**src/hw/rtl/jra_pkg.sv**
```systemverilog
// Shared types, codes and widths for the job resource admission block.
package jra_pkg;

  // Field widths fixed by the interface
  localparam int CPU_W    = 8;
  localparam int GPU_W    = 6;
  localparam int MEM_W    = 32;
  localparam int JTAG_W   = 16;
  localparam int ACT_W    = 5;
  localparam int DONE_W   = 32;
  localparam int CFG_IDX_W = 2;
  localparam int CFG_DAT_W = 32;
  localparam int IN_DATA_W  = 64;
  localparam int OUT_DATA_W = 88;

  // Parameter defaults
  localparam int MAX_JOBS_DEF = 16;
  localparam int TAG_BITS_DEF = 16;

  // Configuration register indexes
  localparam logic [CFG_IDX_W-1:0] REG_TOTAL_CPUS = 2'd0;
  localparam logic [CFG_IDX_W-1:0] REG_TOTAL_GPUS = 2'd1;
  localparam logic [CFG_IDX_W-1:0] REG_TOTAL_MEM  = 2'd2;

  // Item kinds
  localparam logic KIND_START = 1'b0;
  localparam logic KIND_DONE  = 1'b1;

  typedef enum logic [1:0] {
    STATUS_OK         = 2'd0,
    STATUS_NO_RES     = 2'd1,
    STATUS_NOT_ACTIVE = 2'd2,
    STATUS_FULL       = 2'd3
  } status_t;

  // Operation broadcast to every tag cell
  typedef enum logic [1:0] {
    OP_HOLD    = 2'd0,
    OP_INSERT  = 2'd1,
    OP_REMOVE  = 2'd2,
    OP_COMPACT = 2'd3
  } cell_op_t;

  // Per-cell status seen by the controller and the neighbors
  typedef struct packed {
    logic valid;
    logic hit;
    logic hole;
  } cell_stat_t;

  typedef enum logic [1:0] {
    ST_IDLE    = 2'd0,
    ST_EVAL    = 2'd1,
    ST_COMPACT = 2'd2
  } state_t;

endpackage

```
**src/hw/rtl/jra_cell.sv**
```systemverilog
// One cell of the active tag chain: holds one tag, shifts and compacts with neighbors.
module jra_cell import jra_pkg::*; #(
  parameter int TAG_W = TAG_BITS_DEF
) (
  input  logic             clk,
  input  logic             rst_n,
  input  cell_op_t         op,
  input  logic [TAG_W-1:0] query,
  input  logic             lo_valid,
  input  logic [TAG_W-1:0] lo_tag,
  input  logic             up_valid,
  input  logic [TAG_W-1:0] up_tag,
  output logic [TAG_W-1:0] tag_o,
  output cell_stat_t       stat_o
);

  logic             valid_r, valid_nxt;
  logic [TAG_W-1:0] tag_r, tag_nxt;
  logic             hit;

  assign hit = valid_r && (tag_r == query);

  // Entry update per broadcast operation
  always_comb begin
    valid_nxt = valid_r;
    tag_nxt   = tag_r;
    unique case (op)
      OP_HOLD: begin
      end
      // whole chain shifts up by one, new tag enters at the bottom
      OP_INSERT: begin
        valid_nxt = lo_valid;
        tag_nxt   = lo_tag;
      end
      OP_REMOVE: begin
        if (hit) valid_nxt = 1'b0;
      end
      // an empty cell pulls from above; an entry over a hole moves down
      OP_COMPACT: begin
        if (!valid_r) begin
          valid_nxt = up_valid;
          tag_nxt   = up_tag;
        end else if (!lo_valid) begin
          valid_nxt = 1'b0;
        end
      end
      default: begin
      end
    endcase
  end

  always_ff @(posedge clk) begin
    if (!rst_n) begin
      valid_r <= 1'b0;
    end else begin
      valid_r <= valid_nxt;
    end
  end

  always_ff @(posedge clk) begin
    tag_r <= tag_nxt;
  end

  assign tag_o       = tag_r;
  assign stat_o.valid = valid_r;
  assign stat_o.hit   = hit;
  assign stat_o.hole  = !valid_r && up_valid;

endmodule

```
**src/hw/rtl/job_resource_admission.sv**
```systemverilog
// An accepted transaction is captured; ST_EVAL loads its result once the output register is free
// (out_tvalid high after). A start or a rejected transaction then returns to ST_IDLE; a completion
// that frees an entry enters ST_COMPACT while the chain closes the freed slot, one cell per cycle.
// A waiting result does not block the next input; its evaluation waits for the output register.
// Reset (synchronous, active low) clears all totals, counts, the busy flag and the tag cells' valid bits.
module job_resource_admission import jra_pkg::*; #(
  parameter int MAX_JOBS = MAX_JOBS_DEF,
  parameter int TAG_BITS = TAG_BITS_DEF
) (
  input  logic                  clk,
  input  logic                  rst_n,
  // input channel
  input  logic                  in_tvalid,
  output logic                  in_tready,
  // [15:0] job_tag, [23:16] need_cpus, [29:24] need_gpus, [61:30] need_mem, [63:62] zero
  input  logic [IN_DATA_W-1:0]  in_tdata,
  // [0] kind
  input  logic                  in_tuser,
  // result channel
  output logic                  out_tvalid,
  input  logic                  out_tready,
  // [1:0] status, [2] busy_res, [7:3] active_count, [15:8] free_cpus, [21:16] free_gpus,
  // [53:22] free_mem, [85:54] completed_total, [87:86] zero
  output logic [OUT_DATA_W-1:0] out_tdata,
  // configuration write port
  input  logic                  cfg_we,
  input  logic [CFG_IDX_W-1:0]  cfg_index,
  input  logic [CFG_DAT_W-1:0]  cfg_wdata
);

  localparam int CNT_W = $clog2(MAX_JOBS + 1);

  // ---------------- state ----------------
  state_t state_r, state_nxt;

  logic              kind_r;
  logic [TAG_BITS-1:0] query_r;
  logic [CPU_W-1:0]  need_cpus_r;
  logic [GPU_W-1:0]  need_gpus_r;
  logic [MEM_W-1:0]  need_mem_r;

  logic [CPU_W-1:0]  total_cpus_r;
  logic [GPU_W-1:0]  total_gpus_r;
  logic [MEM_W-1:0]  total_mem_r;
  logic [CPU_W-1:0]  avail_cpus_r, avail_cpus_nxt;
  logic [GPU_W-1:0]  avail_gpus_r, avail_gpus_nxt;
  logic [MEM_W-1:0]  avail_mem_r,  avail_mem_nxt;
  logic              busy_r, busy_nxt;
  logic [DONE_W-1:0] done_r, done_nxt;
  logic [CNT_W-1:0]  cnt_r, cnt_nxt;

  logic                  out_valid_r;
  logic [OUT_DATA_W-1:0] out_data_r;

  status_t  status;
  cell_op_t eval_op;
  cell_op_t cell_op;
  logic     in_fire;
  logic     go;
  logic     found;
  logic     fits;
  logic     settled;

  // ---------------- tag chain ----------------
  cell_stat_t          cell_stat [MAX_JOBS];
  logic [TAG_BITS-1:0] cell_tag  [MAX_JOBS];
  logic [MAX_JOBS-1:0] valid_vec, hit_vec, hole_vec;

  for (genvar i = 0; i < MAX_JOBS; i++) begin : g_cell
    logic                lo_v, up_v;
    logic [TAG_BITS-1:0] lo_t, up_t;

    if (i == 0) begin : g_bottom
      assign lo_v = 1'b1;
      assign lo_t = query_r;
    end else begin : g_lo
      assign lo_v = cell_stat[i-1].valid;
      assign lo_t = cell_tag[i-1];
    end

    if (i == MAX_JOBS - 1) begin : g_top
      assign up_v = 1'b0;
      assign up_t = '0;
    end else begin : g_up
      assign up_v = cell_stat[i+1].valid;
      assign up_t = cell_tag[i+1];
    end

    jra_cell #(.TAG_W(TAG_BITS)) u_cell (
      .clk      (clk),
      .rst_n    (rst_n),
      .op       (cell_op),
      .query    (query_r),
      .lo_valid (lo_v),
      .lo_tag   (lo_t),
      .up_valid (up_v),
      .up_tag   (up_t),
      .tag_o    (cell_tag[i]),
      .stat_o   (cell_stat[i])
    );

    assign valid_vec[i] = cell_stat[i].valid;
    assign hit_vec[i]   = cell_stat[i].hit;
    assign hole_vec[i]  = cell_stat[i].hole;
  end

  assign found   = |hit_vec;
  assign settled = ~|hole_vec;

  // ---------------- handshakes ----------------
  assign in_fire = in_tvalid && in_tready;
  assign go      = (state_r == ST_EVAL) && (!out_valid_r || out_tready);

  // ---------------- admission decision ----------------
  logic [CPU_W:0] sum_cpus;
  logic [GPU_W:0] sum_gpus;
  logic [MEM_W:0] sum_mem;

  assign fits = (avail_cpus_r >= need_cpus_r) && (avail_gpus_r >= need_gpus_r) &&
                (avail_mem_r >= need_mem_r);
  assign sum_cpus = {1'b0, avail_cpus_r} + {1'b0, need_cpus_r};
  assign sum_gpus = {1'b0, avail_gpus_r} + {1'b0, need_gpus_r};
  assign sum_mem  = {1'b0, avail_mem_r}  + {1'b0, need_mem_r};

  always_comb begin
    status         = STATUS_OK;
    eval_op        = OP_HOLD;
    avail_cpus_nxt = avail_cpus_r;
    avail_gpus_nxt = avail_gpus_r;
    avail_mem_nxt  = avail_mem_r;
    busy_nxt       = busy_r;
    done_nxt       = done_r;
    cnt_nxt        = cnt_r;
    if (kind_r == KIND_START) begin
      if (!fits) begin
        status = STATUS_NO_RES;
      end else if (!found && (cnt_r == CNT_W'(MAX_JOBS))) begin
        status = STATUS_FULL;
      end else begin
        // an already active tag is charged again without a new entry
        if (!found) begin
          eval_op = OP_INSERT;
          cnt_nxt = cnt_r + CNT_W'(1);
        end
        avail_cpus_nxt = avail_cpus_r - need_cpus_r;
        avail_gpus_nxt = avail_gpus_r - need_gpus_r;
        avail_mem_nxt  = avail_mem_r - need_mem_r;
        busy_nxt       = 1'b1;
      end
    end else begin
      if (!found) begin
        status = STATUS_NOT_ACTIVE;
      end else begin
        eval_op = OP_REMOVE;
        cnt_nxt = cnt_r - CNT_W'(1);
        // returned units saturate at the totals
        avail_cpus_nxt = (sum_cpus < {1'b0, total_cpus_r}) ? sum_cpus[CPU_W-1:0] : total_cpus_r;
        avail_gpus_nxt = (sum_gpus < {1'b0, total_gpus_r}) ? sum_gpus[GPU_W-1:0] : total_gpus_r;
        avail_mem_nxt  = (sum_mem < {1'b0, total_mem_r}) ? sum_mem[MEM_W-1:0] : total_mem_r;
        if (cnt_nxt == '0) busy_nxt = 1'b0;
        done_nxt = done_r + DONE_W'(1);
      end
    end
  end

  // ---------------- sequencer ----------------
  always_comb begin
    state_nxt = state_r;
    unique case (state_r)
      ST_IDLE:    if (in_fire) state_nxt = ST_EVAL;
      ST_EVAL:    if (go) state_nxt = (eval_op == OP_REMOVE) ? ST_COMPACT : ST_IDLE;
      ST_COMPACT: if (settled) state_nxt = ST_IDLE;
      default:    state_nxt = ST_IDLE;
    endcase
  end

  always_comb begin
    in_tready = 1'b0;
    cell_op   = OP_HOLD;
    unique case (state_r)
      ST_IDLE:    in_tready = 1'b1;
      ST_EVAL:    if (go) cell_op = eval_op;
      ST_COMPACT: cell_op = OP_COMPACT;
      default: begin
      end
    endcase
  end

  always_ff @(posedge clk) begin
    if (!rst_n) begin
      state_r <= ST_IDLE;
    end else begin
      state_r <= state_nxt;
    end
  end

  // ---------------- input capture ----------------
  always_ff @(posedge clk) begin
    if (in_fire) begin
      kind_r      <= in_tuser;
      query_r     <= TAG_BITS'(in_tdata[15:0]);
      need_cpus_r <= in_tdata[23:16];
      need_gpus_r <= in_tdata[29:24];
      need_mem_r  <= in_tdata[61:30];
    end
  end

  // ---------------- resource state and configuration ----------------
  always_ff @(posedge clk) begin
    if (!rst_n) begin
      total_cpus_r <= '0;
      total_gpus_r <= '0;
      total_mem_r  <= '0;
      avail_cpus_r <= '0;
      avail_gpus_r <= '0;
      avail_mem_r  <= '0;
      busy_r       <= 1'b0;
      done_r       <= '0;
      cnt_r        <= '0;
    end else begin
      if (go) begin
        avail_cpus_r <= avail_cpus_nxt;
        avail_gpus_r <= avail_gpus_nxt;
        avail_mem_r  <= avail_mem_nxt;
        busy_r       <= busy_nxt;
        done_r       <= done_nxt;
        cnt_r        <= cnt_nxt;
      end
      // a total write also resets the matching available count
      if (cfg_we) begin
        if (cfg_index == REG_TOTAL_CPUS) begin
          total_cpus_r <= cfg_wdata[CPU_W-1:0];
          avail_cpus_r <= cfg_wdata[CPU_W-1:0];
        end
        if (cfg_index == REG_TOTAL_GPUS) begin
          total_gpus_r <= cfg_wdata[GPU_W-1:0];
          avail_gpus_r <= cfg_wdata[GPU_W-1:0];
        end
        if (cfg_index == REG_TOTAL_MEM) begin
          total_mem_r <= cfg_wdata[MEM_W-1:0];
          avail_mem_r <= cfg_wdata[MEM_W-1:0];
        end
      end
    end
  end

  // ---------------- result register ----------------
  always_ff @(posedge clk) begin
    if (!rst_n) begin
      out_valid_r <= 1'b0;
    end else if (go) begin
      out_valid_r <= 1'b1;
    end else if (out_tready) begin
      out_valid_r <= 1'b0;
    end
  end

  always_ff @(posedge clk) begin
    if (go) begin
      out_data_r <= {2'b00, done_nxt, avail_mem_nxt, avail_gpus_nxt, avail_cpus_nxt,
                     ACT_W'(cnt_nxt), busy_nxt, status};
    end
  end

  assign out_tvalid = out_valid_r;
  assign out_tdata  = out_data_r;

`ifndef SYNTHESIS
  // fill count tracks the cells that hold a tag
  a_cnt_matches_cells: assert property (@(posedge clk) disable iff (!rst_n)
    $countones(valid_vec) == int'(cnt_r))
    else $error("active count differs from valid cells");

  // busy exactly while some job is active
  a_busy_matches_cnt: assert property (@(posedge clk) disable iff (!rst_n)
    busy_r == (cnt_r != '0))
    else $error("busy flag out of step with active count");

  // the chain is gap-free whenever a new transaction can enter
  a_idle_compacted: assert property (@(posedge clk) disable iff (!rst_n)
    (state_r == ST_IDLE) |-> settled)
    else $error("tag chain has a hole while idle");

  // returned units never push a count past its total
  a_avail_bounded: assert property (@(posedge clk) disable iff (!rst_n)
    (avail_cpus_r <= total_cpus_r) && (avail_gpus_r <= total_gpus_r) &&
    (avail_mem_r <= total_mem_r))
    else $error("available count above total");

  // a tag is never held by two cells
  a_hit_unique: assert property (@(posedge clk) disable iff (!rst_n)
    $onehot0(hit_vec))
    else $error("duplicate tag in chain");
`endif

endmodule
```
**config.mk**
```make
export PLATFORM = sky130hd
export DESIGN_NAME = job_resource_admission
export DESIGN_NICKNAME = d
export VERILOG_FILES = /design/src/hw/rtl/jra_pkg.sv /design/src/hw/rtl/jra_cell.sv /design/src/hw/rtl/job_resource_admission.sv
export SDC_FILE = /design/constraint.sdc
export NUM_CORES = 2
export LEC_CHECK = 0
export ABC_AREA = 1
export BUFFER_PORTS_ARGS = -buffer_cell sky130_fd_sc_hd__buf_2
export CORE_MARGIN = 5
export CORE_UTILIZATION = 60
export CTS_BUF_LIST = sky130_fd_sc_hd__clkbuf_16
export DETAILED_ROUTE_END_ITERATION = 6
export PLACE_DENSITY_LB_ADDON = 0.1
export SLEW_MARGIN = 20
export SYNTH_ARGS = -nofsm -noshare
export SYNTH_HDL_FRONTEND = slang
export SYNTH_SLANG_ARGS = --single-unit
```
**constraint.sdc**
```tcl
create_clock -name clk -period 10.6 [get_ports clk]
set_input_delay 2.12 -clock clk [delete_from_list [all_inputs] [get_ports clk]]
set_output_delay 2.12 -clock clk [all_outputs]
set_load 0.05 [all_outputs]
```
==> metrics <==
outcome complete, but fails checks; failing checks DRC; clk sinks between 500 and 600; worst setup path endpoint avail_mem_r[31]; Rel. slew slack between 20% and 30%; reg2reg path depth 26; IO Count a little under 200; Crit. End Element flop; Final Util 66.5%; worst path required time 11,090 ps; sequential fraction of the synthesis area between 30% and 40%; Post-CTS Setup Inserts 0; drt total wl around 130 mm; wire per inst between 20 and 25 µm; Die Span Y about 260 µm; Post-Syn Instances roughly 5,600; grt ovf 0; Synth area leader edfxtp_1; Crit. Startpoint need_mem_r[6]; RSZ-0062 raised after global routing false; Clock Skews around 38 ps; Final nets approximately 5,900; Initial Util 60.8%; Routed Antenna Nets 0; cts bufs inserted 61; CTS tree built; synth warn 0; # H-tree levels 2; Hold Crit Class reg -> reg; final worst path period need roughly 6000 ps; # DRC 2; core footprint between 60,000 and 70,000 µm²; via count approximately 38,000; Final Setup Violations 0; number of synthesized register bits 554; Startpoint Class flop; largest family of logic cells by synthesized area simple AND/OR/NAND/NOR gates; first-pass GRT wire length about 200 mm; die area roughly 69,000 µm²; layout overhead on the synthesized area 9.25%; post-cts hold buffer count 0; wire length on met2 ~54 mm; Clock Path Buffers 3; hpwl dp around 95 mm; Row Count 92; initial antenna violation count 2; fin cells roughly 6,600; number of DRC markers in iteration 0 about 5,000; post-synthesis compound-gate area fraction between 10% and 20%; vias in the first global route 34,100; Yosys top cell area share about a third; Final Hold Fails 0; Final Wtd Congestion approximately 1; M1 WL roughly 56 mm; CP arrival between 6000 and 7000 ps; Gates resized, CTS repair 0; Critical R2R Capture avail_mem_r[31]; max frequency 0.168 GHz; post-synthesis simple-gate area fraction between 30% and 40%; Max FO, Critical Path 36; largest net degree at the start of global routing approximately 190; Adder-Cell Fraction of Synth Area under 10%; root buf cell clkbuf_16; cell area after synthesis between 30,000 and 40,000 µm²; clk_lat worst skew about 670 ps; Final Cycle Share about 56%; Slew Limit Fails 0; pre-CTS WS approximately 4400 ps; max cap viols 0; Cells after DPL 6,449; worst setup margin roughly 4700 ps; Reg2Reg Setup Slack between 4000 and 5000 ps; I/O Buffers about 190; share of cells above drive strength 1 under 10%; leakage 20.4 nW; Placed Area 39,800 µm²; hold_ws 466 ps; Design Area, Final about 42,000 µm²; Worst Setup Path Type reg -> reg; metal3 WL around 18 mm; total track usage between 30% and 40%; Area contributors post-synth edfxtp_1 (32%), nand2_1 (18%), dfxtp_1 (7.7%), inv_1 (6.5%), nor2_1 (6.5%); FF-to-FF Start need_mem_r[6]; die span in x ~260 µm; Peak VDD IR approximately 0.00020 V; Distinct cells, synth 56; highest routed layer met4; pwr dens roughly 150 nW/µm²; Power Total ~6.3 mW; Reg clk slew, reported paths around 60 ps; mux cell area share after synthesis 0%; fraction of synthesized cell area in xor and xnor cells about 3.4%; Post-Route Setup TNS 0 ps; synthesized area per cell just under 7 µm²; First-pass DRT Iterations 7; vias per cell 5.81; Slew @ Worst Pin around 1100 ps
where the power goes:
group          switching, mW  internal (mW)  leakage [nW]  total, mW
clock                  0.933           1.45          1.12       2.38
sequential            0.0746           2.42          4.96       2.50
combinational           1.04          0.421          14.3       1.46
cell usage after synthesis (all sizes together):
cell type	n
nand2	1893
inv	686
nor2	670
o21ai	413
edfxtp	405
a21oi	288
nand3	267
dfxtp	149
ha	142
buf	135
xor2	123
nand4	108
clkbuf	79
nor3	68
xnor2	26
nand3b	23
nor3b	13
nor4	13
a21o	11
and2	9
o211ai	8
fa	6
o21bai	6
o21a	5
or2	5
a21boi	4
a211oi	3
clkinv	3
o22ai	3
a31oi	2
o31ai	2
and3	1
conb	1
nor2b	1
o2111ai	1
o211a	1
o311ai	1
o31a	1
kinds of logic after synthesis:
group,after synthesis
simple gates,3071
buf+inv,903
compound gates,749
flops,554
xor+xnor,149
fa+ha+maj,148
other cells,1
area by class of cell:
cell class / count / area, µm²
Antenna cell: 3 / 7.51
Tap cell: 846 / 1060
Sequential cell: 554 / 15100
Fill cell: 5718 / 21200
Inverter: 689 / 2600
Multi-Input combinational cell: 4119 / 19700
Timing Repair Buffer: 241 / 1360
Clock inverter: 54 / 699
Clock buffer: 62 / 1550
placed cells by master, fill, tap and decap left out, types with 4 or more instances in the layout:
master and instances:
o21a_1 5, o211ai_1 8, bufinv_16 16, clkinv_2 11, nand3_1 267, o21bai_1 6
ha_1 142, clkbuf_16 62, inv_2 14, xnor2_1 25, nand2_1 1879, a21boi_0 4
nand3b_1 23, nor2_1 665, edfxtp_1 405, o21ai_1 87, nor4_1 13, a21oi_1 285
inv_1 677, dfxtp_1 149, nand2_2 10, nor3b_1 13, a21o_1 11, nand4_1 108
clkinvlp_4 5, buf_2 189, clkinv_1 12, xor2_1 123, and2_1 9, nor3_1 66
buf_4 50, o21ai_0 324, fa_1 6
metal layers:
layer / vias up / track usage, %
met5: - / 0
met1: 17400 / 54.3
met4: 0 / 11.4
met3: 308 / 8.14
met2: 2304 / 51.8
li1: 18100 / -
how the worst min path moves through the flow:
stage / cells past startpoint / start / slack [ps] / to
after floorplan: 2 / total_cpus_r[6] / 440 / total_cpus_r[6]
after global placement: 2 / total_mem_r[3] / 450 / total_mem_r[3]
after detailed placement: 2 / total_mem_r[22] / 460 / total_mem_r[22]
after CTS: 2 / total_mem_r[22] / 470 / total_mem_r[22]
after global routing: 2 / total_mem_r[2] / 480 / total_mem_r[2]
final: 2 / total_mem_r[23] / 470 / total_mem_r[23]
worst max-delay path, stage by stage (launching register included):
cell and delay, ps:
edfxtp_1 450, inv_1 80, ha_1 420, o21ai_0 460
a21oi_1 70, nand2_1 210, nand2_1 90, nand2_1 180
xor2_1 250, inv_1 70, ha_1 300, nand4_1 210
nor3_1 390, nand3_1 140, nand3_1 280, nand2_1 110
nand2_1 80, nand2_1 390, nand2_1 170, buf_4 430
inv_2 350, nand3_1 190, nand2_1 60, nor2_1 150
nand3_1 90, nand2_1 100, a21oi_1 60
registers in the layout, summed over array words and instances (netlist names), 2 cells and up:
signal	flops
avail_mem_r	32
total_cpus_r	8
g_cell.u_cell.tag_o	256
total_mem_r	32
state_r	2
cnt_r	5
need_mem_r	32
total_gpus_r	6
need_cpus_r	8
out_tdata	86
avail_gpus_r	6
g_cell.lo_t	16
need_gpus_r	6
g_cell.u_cell.valid_r	16
done_r	32
avail_cpus_r	8
(Power assumes the default switching activity.)
